==> config.mk <==
export PLATFORM = sky130hd
export DESIGN_NAME = kdq_ram
export DESIGN_NICKNAME = d
export VERILOG_FILES = /design/src/rtl/core/keyed_deadline_queue_top_assert.svh /design/src/rtl/core/kdq_ram.sv
export SDC_FILE = /design/constraint.sdc
export NUM_CORES = 2
export LEC_CHECK = 0
export BUFFER_PORTS_ARGS = -buffer_cell sky130_fd_sc_hd__buf_2
export CORE_UTILIZATION = 45
export CTS_BUF_LIST = sky130_fd_sc_hd__clkbuf_16
export DETAILED_ROUTE_END_ITERATION = 10
export GPL_ROUTABILITY_DRIVEN = 1
export GPL_TIMING_DRIVEN = 0
export SETUP_SLACK_MARGIN = 0.3
export SYNTH_ARGS = -nofsm -noshare
export SYNTH_HDL_FRONTEND = slang
export SYNTH_SLANG_ARGS = --single-unit
export TNS_END_PERCENT = 100
==> constraint.sdc <==
create_clock -name clk -period 8.65 [get_ports clk]
set_clock_uncertainty 0.1 [all_clocks]
set_input_delay 1.73 -clock clk [delete_from_list [all_inputs] [get_ports clk]]
set_output_delay 1.73 -clock clk [all_outputs]
set_load 0.05 [all_outputs]
==> src/rtl/core/keyed_deadline_queue_top_assert.svh <==
// assertion macros used by the queue top rtl
`ifndef KEYED_DEADLINE_QUEUE_TOP_ASSERT_SVH
`define KEYED_DEADLINE_QUEUE_TOP_ASSERT_SVH

// same-cycle implication under reset
`define KDQ_ASSERT_NOW(lbl, clk, rst_n, ante, cons, msg) \
    lbl: assert property (@(posedge clk) disable iff (!rst_n) (ante) |-> (cons)) \
        else $error(msg);

// next-cycle implication under reset
`define KDQ_ASSERT_NEXT(lbl, clk, rst_n, ante, cons, msg) \
    lbl: assert property (@(posedge clk) disable iff (!rst_n) (ante) |=> (cons)) \
        else $error(msg);

`endif

==> src/rtl/core/kdq_ram.sv <==
`timescale 1ns / 1ps
// ----------------------------------------------------------------------------
// kdq_ram
// Generic simple dual-port ram, one write and one registered read port.
// ----------------------------------------------------------------------------
module kdq_ram #(
    parameter int WIDTH = 64,
    parameter int DEPTH = 64
) (
    input  logic                     clk,
    input  logic                     we,
    input  logic [$clog2(DEPTH)-1:0] waddr,
    input  logic [WIDTH-1:0]         wdata,
    input  logic [$clog2(DEPTH)-1:0] raddr,
    output logic [WIDTH-1:0]         rdata
);

    logic [WIDTH-1:0] mem [DEPTH];
    logic [WIDTH-1:0] rdata_reg;

    // write port
    always_ff @(posedge clk)
    begin
        if (we)
        begin
            mem[waddr] <= wdata;
        end
    end

    // registered read
    always_ff @(posedge clk)
    begin
        rdata_reg <= mem[raddr];
    end

    assign rdata = rdata_reg;

endmodule

Word-level counts from Yosys, hierarchy flattened
Memory sizes are Yosys's and may differ from the RTL's. A register that Yosys moved wholly into a read port is not among the register bits.
Cells that the tools add are included.
Widths: inputs -> output; s select.
{"block": "totals", "register_bits": 0, "ram_bits": 4096, "inputBits": 78, "word_cells": 3, "n_memories": 1}
{"block": "op_classes", "muxes": 2}
{"name": "mem", "depth": 64, "word_bits": 64, "read_ports": 1, "rd_ports_with_merged_regs": 1, "wr": 1, "line": "kdq_ram.sv:18", "source": "logic [WIDTH-1:0] mem [DEPTH];"}
{"operator": "$mux 1", "count": 2}

Logic depth before layout (Yosys ltp)
{"block": "depth", "ltp_word": 2, "depth_mapped": 9, "depth_no_buf": 5}

Worst setup path after synthesis
No wires, ideal clock.
{"block": "synth_path", "path_kind": "input to register", "start": "input waddr[3]", "end": "memory mem[48][0], enable pin", "setup_time_ns": 0.564, "t_arrival_ns": 6.602, "required_ns": 7.986, "slack_ns": 1.384, "stages": 4, "n_path_buf": 1, "cell_sequence": "clkbuf_1 nor2b_1 nand4b_1 nor3_1"}
{"item": "from (decl)", "line": "kdq_ram.sv:12", "source": "input logic [$clog2(DEPTH)-1:0] waddr,"}
{"item": "to (decl)", "line": "kdq_ram.sv:18"}
Straight into the memory's write port.

==> impl_results.md <==
- Status: finished with violations
- Failing checks: max-capacitance violations, max-slew violations
- Fill count: ~26000
- Antenna-violating nets left: 0
- R2r startpoint: mem[54][51]$_DFFE_PP_
- P_leak: 56.6 nW
- Setup TNS: 0 ns
- H-tree Lvls: 5
- Synth area leaders: edfxtp_1 (79%), mux4_2 (15%), mux2i_1 (0.86%), dfxtp_1 (0.82%), a22oi_1 (0.81%)
- Max Clk Rate: roughly 180 MHz
- Most frequent CP cell: buf_2
- Final Critical Period: around 5.4 ns
- Top-area cell type share of the netlist area: 0.787
- Post-cts sizing count: 0
- DRC violations left: 0
- IO Port Bufs: 133
- Total wire length: about 430000 microns
- CP arrival: 6.03 ns
- Worst slew pin tran: about 1.5 ns
- Synth warn: 0
- Clock sinks: between 4000 and 5000
- CTS tree: done
- Worst Min Path Start: mem[62][46]$_DFFE_PP_
- Total iterations of the first detailed-routing run: 6
- Rows: about 220
- Worst Setup SP: raddr[2]
- Most common cell in the netlist: edfxtp_1
- Vias/cell: approximately 6.2
- Hold Crit Class: flip-flop to flip-flop
- Syn Inst Count: about 6600
- Clk pwr share: 0.412
- Cell area after layout: between 150000 and 200000 sq um
- Slew headroom: -0.0209
- Die height: 591 microns
- Via count: between 70000 and 80000
- Synthesized area: 156000 sq um
- Horiz. Die Dim: between 500 and 600 microns
- Share of async-settable or async-resettable flops after synthesis: 0
- WP buf/inv: 5
- Period Utilization, post-route: 0.625
- Net Sw Frac: 0.219
- FF-to-FF End: rdata[51]$_DFF_P_
- Area grow syn2layout: 15.4%
- Maxcap violations: 2
- Commonest cells in the netlist: edfxtp_1 (4096), mux4_2 (1024), buf_2 (170)
- Max reg flops: 4096
- CP delay by family, top: buffers and inverters
- Largest net degree at the start of global routing: 65
- Crit Path Max Fanout: 11
- Max Buffers Root-to-Sink: 4
- Sequential share of power: 0.532
- Syn avg cell area: about 24 sq um
- Hold Buf Count CTS: 0
- Netlist cell types: 33
- HPWL Detailed: roughly 280000 microns
- Post-CTS Setup Bufs: 0
- Fraction of layout instances using a drive strength above 1: 0.292
- Number of global-route vias before repair: 75800
- CP max stage delay: 1.14 ns
- WS Path Type: input port to flip-flop
- Tot GR Track Use: 0.245
- First-pass GRT wire length: a little under 600000 microns
- EDFF count, synth: approximately 4100
- CTS Buf Count: 411
- Tot Pwr: approximately 42 mW
- Flops & latches, synth: 4160
- Clock transition at path regs: 0.06 ns
- Critical path cell sequence: buf_2, buf_4, buf_2, buf_2, buf_4, mux2i_1, o22ai_1, a31oi_1, a211oi_1
- Initial Util: 0.452
- Peak VDD IR: 176 uV
- Sw power: a little over 9 mW
- Slowest-stage cell, CP: a211oi_1
- Slew Viols, Final: 2
- Post-Syn Nets: roughly 6700
- RSZ-0062 raised after global routing: false
- Placed Area: 167000 sq um
- Routability cong.: slightly above 0.8
- DR iter-0 viols: ~11000
- Initial antenna violation count: between 40 and 50
- Comb power frac: 0.055
- DR WL/cell: between 30 and 40 microns
- Post-synthesis sequential area ratio: 0.795
- PwrDens: between 200 and 250 nW/um^2
- Req. time, crit path: a little over 9 ns
- CP endpoint kind: flip-flop
- Die area: ~350000 sq um
- Worst skew pair latency: just under 1 ns
- Final setup viols: 0
- Min Hold Slack: approximately 0.80 ns
- P_int: 32.8 mW
- Cell taking the most area after synthesis: edfxtp_1
- Path depth of the worst reg2reg path: 5
- IO Count: 142
- Nets: approximately 7400
- Worst hold path depth: 4
- Fin. Hold Viols: 0
- Ys flop type: edfxtp_1
- Hold-critical path endpoint: rdata[46]$_DFF_P_
- CTS Root Cell: clkbuf_16
- GRT overflow: 0
- Core Area: 346000 sq um
- Setup crit start kind: input port
- R2r setup slk: 5.55 ns
how the worst max path moves through the flow:
stage | endpoint | slack [ns] | depth (start not counted)
after CTS | rdata[31]$_DFF_P_ | 3.36 | 8
after detailed placement | rdata[31]$_DFF_P_ | 2.32 | 8
after floorplan | mem[48][0]$_DFFE_PP_ | 1.38 | 4
final | rdata[1]$_DFF_P_ | 3.24 | 9
after global placement | mem[49][35]$_DFFE_PP_ | -5.21 | 4
after global routing | rdata[1]$_DFF_P_ | 3.37 | 9
logic make-up (layout without fill, tap and decap cells):
kind of cell / Yosys count / after routing / share of synthesized area
compound gates: 504 / 504 / 0.0248
buf+inv: 389 / 1486 / 0.0118
flops: 4160 / 4160 / 0.795
mux: 1159 / 1159 / 0.156
other cells: 0 / 15 / 0
simple gates: 386 / 386 / 0.0124
cell type report:
| type | count | area [sq um] | area share |
|---|---|---|---|
| Clock inverter | 340 | 2480 | 0.0138 |
| Clock buffer | 421 | 10500 | 0.0584 |
| Inverter | 19 | 71.3 | 0.000395 |
| Tap cell | 4578 | 5730 | 0.0318 |
| Antenna cell | 15 | 37.5 | 0.000208 |
| Buffer | 370 | 1780 | 0.00988 |
| Multi-Input combinational cell | 2049 | 30700 | 0.170 |
| Timing Repair Buffer | 336 | 4750 | 0.0263 |
| Sequential cell | 4160 | 124000 | 0.689 |
through the flow:
stage                     instances   util  setup WS (ns)
after floorplan                6598      -           1.38
after global placement        11300  0.470          -5.21
after detailed placement      11500  0.484           2.32
after CTS                     12300  0.521           3.36
after global routing          12300  0.521           3.37
final                         12300  0.521           3.24
placed cells by master (no fill, tap or decap), types with 63 or more instances in the layout:
cell / instances
clkinv_2: 86
clkbuf_1: 134
clkbuf_16: 421
clkinv_1: 101
dfxtp_1: 64
a22o_1: 88
a211oi_1: 63
inv_1: 103
mux2i_1: 135
a22oi_1: 168
buf_12: 163
buf_2: 299
edfxtp_1: 4096
and3_1: 64
mux4_2: 1024
o22ai_1: 83
worst min-delay path: cells and delay by family, from the launching register on:
family           cells  cell delay (ns)
flip-flops           1             0.31
AND/OR/NAND/NOR      2             0.27
multiplexers         1             0.22
AO/OA/AOI/OAI        1             0.06
power by group through the flow:
stage	combinational (mW)	sequential, mW	clock, mW
5_1_grt	2.42	22.4	18.3
3_5_place_dp	2.32	22.8	0
4_1_cts	2.33	22.4	17.6
2_1_floorplan	1.04	22.9	0
6_report	2.33	22.4	17.3
3_3_place_gp	2.24	22.8	0
layer usage:
layer | global-route usage | vias to the layer above | share of wire
li1 | - | 30100 | -
met1 | 0.346 | 41100 | 0.39
met2 | 0.388 | 3937 | 0.47
met3 | 0.0425 | 723 | 0.092
met4 | 0.0877 | 12 | 0.039
met5 | 0 | - | 0.00019
Power figures use the tool's default switching activity.
