## src/rtl/core/keyed_deadline_queue_top_assert.svh

```systemverilog
// assertion macros used by the queue top rtl
`ifndef KEYED_DEADLINE_QUEUE_TOP_ASSERT_SVH
`define KEYED_DEADLINE_QUEUE_TOP_ASSERT_SVH

// same-cycle implication under reset
`define KDQ_ASSERT_NOW(lbl, clk, rst_n, ante, cons, msg) \
    lbl: assert property (@(posedge clk) disable iff (!rst_n) (ante) |-> (cons)) \
        else $error(msg);

// next-cycle implication under reset
`define KDQ_ASSERT_NEXT(lbl, clk, rst_n, ante, cons, msg) \
    lbl: assert property (@(posedge clk) disable iff (!rst_n) (ante) |=> (cons)) \
        else $error(msg);

`endif

```

## src/rtl/core/kdq_pkg.sv

```systemverilog
`timescale 1ns / 1ps
// ----------------------------------------------------------------------------
// kdq_pkg
// Shared constants and types of the keyed deadline queue.
// ----------------------------------------------------------------------------
package kdq_pkg;

    localparam int SLOT_VERSIONS = 32;
    localparam int CAPACITY      = 2 * SLOT_VERSIONS;
    localparam int IDX_W         = $clog2(CAPACITY);
    localparam int CNT_W         = $clog2(CAPACITY + 1);
    localparam int SLOT_W        = 64;
    localparam int ID_W          = 256;
    localparam int DL_W          = 64;
    localparam int Q_W           = 32;

    localparam logic [2:0] ACT_INSERT  = 3'd0;
    localparam logic [2:0] ACT_QUERY   = 3'd1;
    localparam logic [2:0] ACT_REMOVE  = 3'd2;
    localparam logic [2:0] ACT_POP     = 3'd3;
    localparam logic [2:0] ACT_PUBLISH = 3'd4;

    localparam logic signed [DL_W-1:0] DL_MAX = {1'b0, {(DL_W-1){1'b1}}};

    // request to the deadline truncation unit
    typedef struct packed {
        logic                   start;
        logic signed [DL_W-1:0] value;
        logic [Q_W-1:0]         quantum;
    } trunc_req_t;

    // response of the deadline truncation unit
    typedef struct packed {
        logic                   done;
        logic signed [DL_W-1:0] value;
    } trunc_rsp_t;

endpackage

```

## src/rtl/core/kdq_trunc.sv

```systemverilog
`timescale 1ns / 1ps
// ----------------------------------------------------------------------------
// kdq_trunc
// Truncates a signed deadline toward zero to a multiple of the quantum,
// using a bit-serial restoring remainder, one dividend bit per cycle.
// ----------------------------------------------------------------------------
module kdq_trunc (
    input  logic                clk,
    input  logic                rst_n,
    input  kdq_pkg::trunc_req_t req,
    output kdq_pkg::trunc_rsp_t rsp
);
    import kdq_pkg::*;

    localparam int STEP_W = $clog2(DL_W + 1);

    logic              busy_reg;
    logic              done_reg;
    logic [STEP_W-1:0] step_reg;
    logic              neg_reg;
    logic [DL_W-1:0]   mag_reg;
    logic [DL_W-1:0]   shift_reg;
    logic [Q_W-1:0]    q_reg;
    logic [Q_W-1:0]    rem_reg;
    logic [DL_W-1:0]   val_reg;

    logic [Q_W:0]      rem_try;
    logic [Q_W:0]      rem_sub;
    logic [Q_W-1:0]    rem_next;
    logic [DL_W-1:0]   mag_in;
    logic [DL_W-1:0]   diff;

    // one restoring step
    always_comb
    begin
        rem_try  = {rem_reg, shift_reg[DL_W-1]};
        rem_sub  = rem_try - {1'b0, q_reg};
        rem_next = (rem_try >= {1'b0, q_reg}) ? rem_sub[Q_W-1:0] : rem_try[Q_W-1:0];
        mag_in   = req.value[DL_W-1] ? (~req.value + 1'b1) : req.value;
        diff     = mag_reg - {{(DL_W-Q_W){1'b0}}, rem_reg};
    end

    // control
    always_ff @(posedge clk or negedge rst_n)
    begin
        if (!rst_n)
        begin
            busy_reg <= 1'b0;
            done_reg <= 1'b0;
            step_reg <= '0;
        end
        else if (req.start)
        begin
            busy_reg <= 1'b1;
            done_reg <= 1'b0;
            step_reg <= '0;
        end
        else if (busy_reg)
        begin
            if (step_reg == STEP_W'(DL_W))
            begin
                busy_reg <= 1'b0;
                done_reg <= 1'b1;
            end
            else
            begin
                step_reg <= step_reg + 1'b1;
            end
        end
    end

    // datapath
    always_ff @(posedge clk)
    begin
        if (req.start)
        begin
            neg_reg   <= req.value[DL_W-1];
            mag_reg   <= mag_in;
            shift_reg <= mag_in;
            q_reg     <= (req.quantum == '0) ? Q_W'(1) : req.quantum;
            rem_reg   <= '0;
        end
        else if (busy_reg)
        begin
            if (step_reg == STEP_W'(DL_W))
            begin
                val_reg <= neg_reg ? (~diff + 1'b1) : diff;
            end
            else
            begin
                rem_reg   <= rem_next;
                shift_reg <= {shift_reg[DL_W-2:0], 1'b0};
            end
        end
    end

    assign rsp.done  = done_reg;
    assign rsp.value = $signed(val_reg);

endmodule

```

## config.mk

```make
export PLATFORM = sky130hd
export DESIGN_NAME = kdq_trunc
export DESIGN_NICKNAME = d
export VERILOG_FILES = /design/src/rtl/core/keyed_deadline_queue_top_assert.svh /design/src/rtl/core/kdq_pkg.sv /design/src/rtl/core/kdq_trunc.sv
export SDC_FILE = /design/constraint.sdc
export NUM_CORES = 1
export LEC_CHECK = 0
export ABC_AREA = 1
export BUFFER_PORTS_ARGS = -buffer_cell sky130_fd_sc_hd__buf_4
export CORE_ASPECT_RATIO = 0.5
export CORE_MARGIN = 2
export CORE_UTILIZATION = 45
export DETAILED_ROUTE_END_ITERATION = 10
export PLACE_DENSITY = 0.73
export SLEW_MARGIN = 20
export SYNTH_ARGS = -nofsm -noshare
export SYNTH_HDL_FRONTEND = slang
export SYNTH_SLANG_ARGS = --single-unit
export TNS_END_PERCENT = 5
```

## constraint.sdc

```tcl
create_clock -name clk -period 11.3 [get_ports clk]
set_input_delay 0.565 -clock clk [delete_from_list [all_inputs] [get_ports clk]]
set_output_delay 0.565 -clock clk [all_outputs]
set_load 0.03 [all_outputs]
```

# After elaboration in Yosys (flattened, before gate mapping)
# Index checks and enable logic that the tools add are counted.
dict set report word_totals {
  regBits 266
  latch_bits 0
  ramBits 0
  rom_bits 0
  inputBits 99
  output_inout_bits 65
  n_memories 0
}
dict set report classes {
  addsub 5
  multipliers 0
  div 0
  magnitude_cmp 1
  eq_ne 2
  shifts 0
  muxes 15
  bitwise 4
  n_reduce_logical 7
}
# operator count
set ops {}
lappend ops {{2-to-1 mux 64 bit} 5}
lappend ops {{adder 64 x 1 -> 64 bit (second input constant)} 2}
lappend ops {{NOT 64 bit} 2}
lappend ops {{subtractor 64 x 32 -> 64 bit} 1}
lappend ops {{>= comparator 33 x 32 -> 1 bit} 1}
lappend ops {{logical NOT 32 bit} 1}
lappend ops {{2-to-1 mux 32 bit} 1}
lappend ops {{subtractor 32 bit} 1}
lappend ops {{2-to-1 mux 7 bit} 3}
lappend ops {{adder 7 x 1 -> 7 bit (second input constant)} 1}
lappend ops {{== test 7 bit (second input constant)} 1}
lappend ops {{2-to-1 mux 1 bit} 6}
lappend ops {{AND reduction 2 bit} 3}
lappend ops {{nonzero test 2 bit} 2}
lappend ops {{AND reduction 3 bit} 1}
lappend ops {{!= test 2 bit (second input constant)} 1}
lappend ops {{NOT 1 bit} 2}

# Depth between registers and ports, before layout
# Gate-level depths: netlist (run 1).
dict set report depth {
  depth_word 4
  ltp_mapped 25
  depth_no_buf 25
}

# Worst setup path after synthesis (run 1)
# OpenSTA, ideal clock, no wires.
dict set report synth_timing {
  kind {reg-to-reg}
  startpoint {register step_reg[0]}
  endpoint {register val_reg[0], enable pin}
  arrival_ns 3.630
  path_slack_ns 7.183
  path_stages_with_launch 8
  n_path_buf 0
  period_less_slack_ns 4.117
  cell_sequence {dfrtp_1 > inv_1 > ha_1 > nand2_1 > nor3_1 > and2_1 > nand2_1 > nor2_1}
}
dict set report synth_between {
  elab_chain_cells 2
}
# item line
set synth_rtl {}
lappend synth_rtl {{start, declared} kdq_trunc.sv:19} ;# logic [STEP_W-1:0] step_reg;
lappend synth_rtl {{start signal, assigned} kdq_trunc.sv:67} ;# step_reg <= step_reg + 1'b1;
lappend synth_rtl {{== test 7 bit} kdq_trunc.sv:85} ;# if (step_reg == STEP_W'(DL_W))
lappend synth_rtl {{AND reduction 3 bit (no source line)} -}
lappend synth_rtl {{end signal, assigned} kdq_trunc.sv:87} ;# val_reg <= neg_reg ? (~diff + 1'b1) : diff;
lappend synth_rtl {{end, declared} kdq_trunc.sv:25} ;# logic [DL_W-1:0] val_reg;
# Every way passes these cells.
# A chain may end at the register's enable or synchronous reset.

# Worst setup path after layout (run 1)
dict set report layout_timing {
  startpoint {register mag_reg[0]}
  endpoint {register val_reg[56] (data pin)}
}
dict set report layout_between {
  elab_chain_cells 4
}
# item line
set layout_rtl {}
lappend layout_rtl {{start, declared} kdq_trunc.sv:21} ;# logic [DL_W-1:0] mag_reg;
lappend layout_rtl {{start signal, assigned} kdq_trunc.sv:78} ;# mag_reg <= mag_in;
lappend layout_rtl {{subtractor 64 x 32 -> 64 bit *} kdq_trunc.sv:40} ;# diff = mag_reg - {{(DL_W-Q_W){1'b0}}, rem_reg};
lappend layout_rtl {{NOT 64 bit} kdq_trunc.sv:87}
lappend layout_rtl {{adder 64 x 1 -> 64 bit} kdq_trunc.sv:87}
lappend layout_rtl {{2-to-1 mux 64 bit *} kdq_trunc.sv:87}
# Every way passes the cells marked *; elsewhere a longest branch is shown, timed or not.

==> out/qor.csv, run 1 <==
metric,value,unit
status,"finished, final reports clean",
io_pins,164,
async_reset_ff_share,3.38,%
synth_xor_area_share,6.08,%
synth_compound_gate_area_share,6.69,%
synth_top_family_by_area,simple AND/OR/NAND/NOR gates,
netlist_area,20000,um2
worstPathRequired,11640,ps
final.period_utilization,33.1,%
dieHeight,153,um
crit_type,reg2reg,
cts.path.max_buffers,3,
pwr_density_cell,204,nW/um2
setup_viol,0,
synth_edf_count,225,
worstSetupStartpointType,flip-flop,
grt_usage,25.9,%
grt_pass1_wl,93100,um
r2r_slack,7550,ps
postSynthCellCount,2859,
wl,60600,um
max-cap-violations,0,
grt_remaining_overflow,0,
tightest_slew,1050,ps
rsz0062_at_grt,false,
avgSynthCellArea,7.00,um2
synth_nets,3028,
hold_path.class,in2reg,
cts_setup_buffers,0,
setup_tns,0,ps
fmax,267,MHz
finalNetCount,3155,
layout-drive-gt1-share,11.6,%
antenna_found_initial,1,
start_util,45.8,%
dieArea,46300,um2
critPathMaxFanout,4,
arrival,4090,ps
place_inst,3545,
hold_viol,0,
synth-simple-area-share,34.8,%
die_w,302,um
ys_seq_elements,266,
p_leak,10.7,nW
finalPower,0.00463,W
synthMuxAreaShare,0,%
clock_skew,17.5,ps
end_kind,flip-flop,
cts_max_level,1,
drt_iter0_drc,1951,
drt_pre_antenna_iters,6,
hpwlAfterDp,49100,um
gp_congestion,0.990,
syn_to_final_growth,13.1,%
cts.clk_slew.worst_paths,70,ps
coreArea,43700,um2
yosysUniqueCellTypes,51,
yosysWarnings,0,
ir_worst_vdd,0.138,mV
cts_buffers,26,
row_count,54,
post-route-drc-count,0,
ys.flop_type,edfxtp_1,
io_buffers,163,
cts_tree,built,
maxSlewViolCount,0,
vias,18600,
ys_seq_area_share,38.1,%
grt_max_degree,88,
wl_per_cell,16.9,um
instances_no_fill,3593,
grt_pass1_vias,16700,
period_needed,3750,ps
post_drt_via_cell_ratio,5.18,
relSlewSlack,30.2,%
clkLatencyLatePin,590,ps
cts-root-buf,clkbuf_16,
cts_sinks,266,
antenna_left,0,
synth_fa_ha_area_share,4.45,%
[cell usage after synthesis, types with 24 or more instances]
master      n  area share, %
nor2_2     30           0.94
nand2_1   962             18
nand4_1    45            1.4
ha_1       68            4.3
dfxtp_1    32            3.2
nor2_1    265            5.0
nand2_2    48            1.5
nor3_1     34           0.85
a21oi_1    83            2.1
xnor2_1    45            2.0
nand3_1   160            4.0
clkbuf_1   60            1.1
inv_1     430            8.1
o211ai_1   33            1.2
edfxtp_1  225             34
nor4_1     24           0.75
o21ai_0    84            2.1
xor2_1     92            4.0
[worst max-delay path, cell delays in order (launching register included)]
cell      delay, ps
edfxtp_1        380
inv_1            70
ha_1            300
fa_1            560
inv_1            90
nand3_1         110
nor2_1          180
nand2_1         110
nand3_2         130
nand2_1          70
nand2_2         110
nand2_2         110
nand3_1          80
nand2_1         170
nor2_1          190
nand2_1         100
nor2_1          210
nand2_1          90
o21bai_2        210
nand3_1         100
nand2_1          80
inv_1            40
[final timing paths]
| check | startpoint | to | cells past startpoint |
|---|---|---|---|
| hold reg to reg | done_reg | done_reg | 2 |
| min in group asynchronous | rst_n | done_reg | 2 |
| max in group asynchronous | rst_n | step_reg[1] | 2 |
| setup reg to reg | mag_reg[0] | val_reg[56] | 21 |
| hold / removal | req[7] | q_reg[7] | 1 |
| setup / recovery | mag_reg[0] | val_reg[56] | 21 |
[cells by family (layout without fill, tap and decap cells)]
group	Yosys count	in the layout
AND/OR/NAND/NOR	1622	1622
buffers and inverters	526	671
flip-flops	266	266
AO/OA/AOI/OAI	237	237
XOR/XNOR	138	138
adder cells (fa/ha/maj)	70	70
other	0	1
[cell usage in the layout, fill, tap and decap left out, types with 24 or more instances in the layout]
master     Yosys  layout
nand2_1      962     962
nor3_1        34      34
nor2_2        30      30
clkbuf_16      0      26
a21oi_1       83      83
inv_1        430     429
nor2_1       265     264
nand4_1       45      45
xor2_1        92      92
nor4_1        24      24
dfxtp_1       32      32
nand2_2       48      48
ha_1          68      68
buf_4          2     171
xnor2_1       45      45
o21ai_0       84      84
o211ai_1      33      33
edfxtp_1     225     225
nand3_1      160     160
[layer usage]
layer	wire length, um	global-route usage [%]
met5	0	0
met2	24400	37.0
met4	1460	6.06
met1	29100	40.3
met3	5640	4.58
[power by group]
part	switching [W]	internal, W
sequential	0.0000899	0.00124
combinational	0.00165	0.000752
clock	0.000410	0.000488
[repair_timing]
item / in CTS / in global routing
hold buffers: 1 / 0
gates resized for setup: 0 / 0
hold endpoints to repair: 9 / 0
[cell type report]
class / count / area [um2]
Sequential cell: 266 / 7620
Antenna cell: 1 / 2.50
Clock buffer: 31 / 689
Clock inverter: 15 / 166
Tap cell: 588 / 736
Multi-Input combinational cell: 2067 / 10400
Fill cell: 4322 / 21100
Timing Repair Buffer: 173 / 1310
Inverter: 452 / 1700
[per-stage QoR]
step	util, %	setup WS (ps)	hold slack (ps)	area [um2]
detailed placement	49.8	7670	397	21800
global placement	49.8	7630	396	21800
finish	51.8	7550	157	22600
global route	51.8	7320	130	22600
floorplan	-	7180	269	20000
CTS	51.8	7630	128	22600
Note: power is estimated with default switching activity, not from simulation.
==> run 2: changes to the inputs <==
- PLACE_DENSITY: 0.73 -> 0.75
- clock period: 11.3 -> 3.4 ns (I/O delays scaled with it)
==> out/qor.csv, run 2 (synthesis results as in run 1) <==
metric,value,unit,change
status,"finished, final reports clean",,unchanged
cts_tree,built,,unchanged
cts_buffers,26,,unchanged
drt_iter0_drc,1844,,was 1951
grt_pass1_wl,97500,um,was 93100 um
maxSlewViolCount,0,,unchanged
multi_input_area,10900,um2,was 10400 um2
final_cell_mix,"948 x nand2_1, 422 x inv_1, 236 x nor2_1",,"was 962 x nand2_1, 429 x inv_1, 264 x nor2_1"
p_sw_share,46.1,%,was 46.5%
relSlewSlack,51.1,%,was 30.2%
p_leak,11.2,nW,was 10.7 nW
hpwlAfterDp,51100,um,was 49100 um
final.period_utilization,98.2,%,was 33.1%
finalNetCount,3279,,was 3155
antenna_left,0,,unchanged
wl,63700,um,was 60600 um
clkLatencyLatePin,590,ps,about the same
hold_viol,0,,unchanged
gp_congestion,0.995,,was 0.990
p_clk_share,18.1,%,was 19.4%
finalPower,0.0160,W,was 0.00463 W
syn_to_final_growth,21.0,%,was 13.1%
io_pins,164,,unchanged
cts-root-buf,clkbuf_16,,unchanged
worstSetupStartpointType,flip-flop,,unchanged
row_count,54,,unchanged
coreArea,43700,um2,unchanged
fmax,300,MHz,was 267 MHz
antenna_found_initial,5,,was 1
vias,19400,,was 18600
period_needed,3340,ps,was 3750 ps
start_util,45.8,%,unchanged
cts.clk_slew.worst_paths,70,ps,about the same
drt_pre_antenna_iters,6,,unchanged
rsz0062_at_grt,true,,was false
final_common_cell,nand2_1,,unchanged
pwr-share-seq,27.6,%,was 28.7%
cts_sinks,266,,unchanged
worstPathRequired,3750,ps,was 11640 ps
p_int,0.00864,W,was 0.00248 W
setup_viol,0,,unchanged
grt_pass1_vias,17700,,was 16700
grt_usage,27.1,%,was 25.9%
max-cap-violations,0,,unchanged
crit_type,reg2reg,,unchanged
wl_per_cell,17.1,um,was 16.9 um
power.switching,0.00738,W,was 0.00215 W
arrival,3690,ps,was 4090 ps
ir_worst_vdd,0.439,mV,was 0.138 mV
grt_max_degree,69,,was 88
pwr_density_cell,661,nW/um2,was 204 nW/um2
hold_path.class,in2reg,,unchanged
dieHeight,153,um,unchanged
end_kind,flip-flop,,unchanged
fin_ws,61.6,ps,was 7550 ps
clock_skew,16.2,ps,was 17.5 ps
post-route-drc-count,0,,unchanged
grt_remaining_overflow,0,,unchanged
final-seq-area,7630,um2,was 7620 um2
cts.path.max_buffers,3,,unchanged
critPathMaxFanout,4,,unchanged
die_w,302,um,unchanged
post-place-ws,-182,ps,was 7670 ps
cts_max_level,1,,unchanged
fillers,4138,,was 4322
layout-drive-gt1-share,15.3,%,was 11.6%
dieArea,46300,um2,unchanged
post_drt_via_cell_ratio,5.22,,was 5.18
power_frac_comb,54.3,%,was 51.9%
io_buffers,163,,unchanged
r2r_slack,60,ps,was 7550 ps
tightest_slew,726,ps,was 1050 ps
[run 2: per-layer routing]
metal / vias to the layer above / global-route usage [%] / part of all wire (%)
li1: 9607 / - / -
met1: 8870 / 40.6 / 46
met2: 823 / 40.4 / 42
met3: 114 / 5.17 / 9.8
met4: 2 / 5.63 / 2.2
met5: - / 0 / 0.017
[run 2: final cells by class]
class                      instances  area share [%]
tap                              588            3.04
antenna                            4          0.0413
clock buffer                      37            2.86
multi-input combinational       2067            44.8
clock inverter                    11           0.548
timing repair buffer             297            10.2
inverter                         452            7.01
sequential                       266            31.5
[run 2: per-stage QoR]
step                      setup TNS (ps)  area (um2)  hold slack (ps)  instances  util, %
after global placement              -314       22100            0.401       3590     50.6
after global routing                -609       24200             12.4       3721     55.4
after CTS                              0       23800             3.94       3718     54.4
after floorplan                   -10240       20000             -126       2859        -
after detailed placement            -465       22100             4.01       3590     50.6
final                                  0       24200             23.6       3722     55.4
[run 2: power groups by stage]
stage | sequential (W) | clock [W] | combinational [W]
2_1_floorplan | 0.00433 | 0 | 0.00577
3_3_place_gp | 0.00443 | 0 | 0.00791
3_5_place_dp | 0.00445 | 0 | 0.00800
4_1_cts | 0.00439 | 0.00294 | 0.00811
5_1_grt | 0.00446 | 0.00308 | 0.00961
6_report | 0.00443 | 0.00290 | 0.00869
[run 2: final timing paths]
check	from	endpoint	depth (start not counted)
setup / recovery	rem_reg[0]	val_reg[59]	22
hold reg to reg	shift_reg[36]	shift_reg[37]	2
max in group asynchronous	rst_n	step_reg[2]	3
hold / removal	req[93]	mag_reg[63]	4
min in group asynchronous	rst_n	done_reg	3
setup reg to reg	rem_reg[0]	val_reg[59]	22
[run 2: what timing repair did]
item | in CTS | in global routing
pin swaps | 0 | 3
hold buffers | 80 | 0
hold endpoints to repair | 90 | 0
resized for setup | 6 | 111
endpoints found under the setup margin | 10 | 41
buffers inserted | 0 | 0
[run 2: critical path, stage by stage (launching register included)]
cell     delay (ps)
dfxtp_2         380
ha_1            240
fa_2            380
inv_1            80
nand3_2         110
nand2_2         110
nand2_1          80
nand2_1         120
nand2_1         100
nand2_2         100
nand2_2         100
nand4_1          90
nand2_1         160
inv_1           150
nand2_1          80
nor2_2          170
nand2_1         110
nor2_2          180
nand3_2         140
nand2_1          80
nand2_1          50
nand2_1          50
inv_1            30
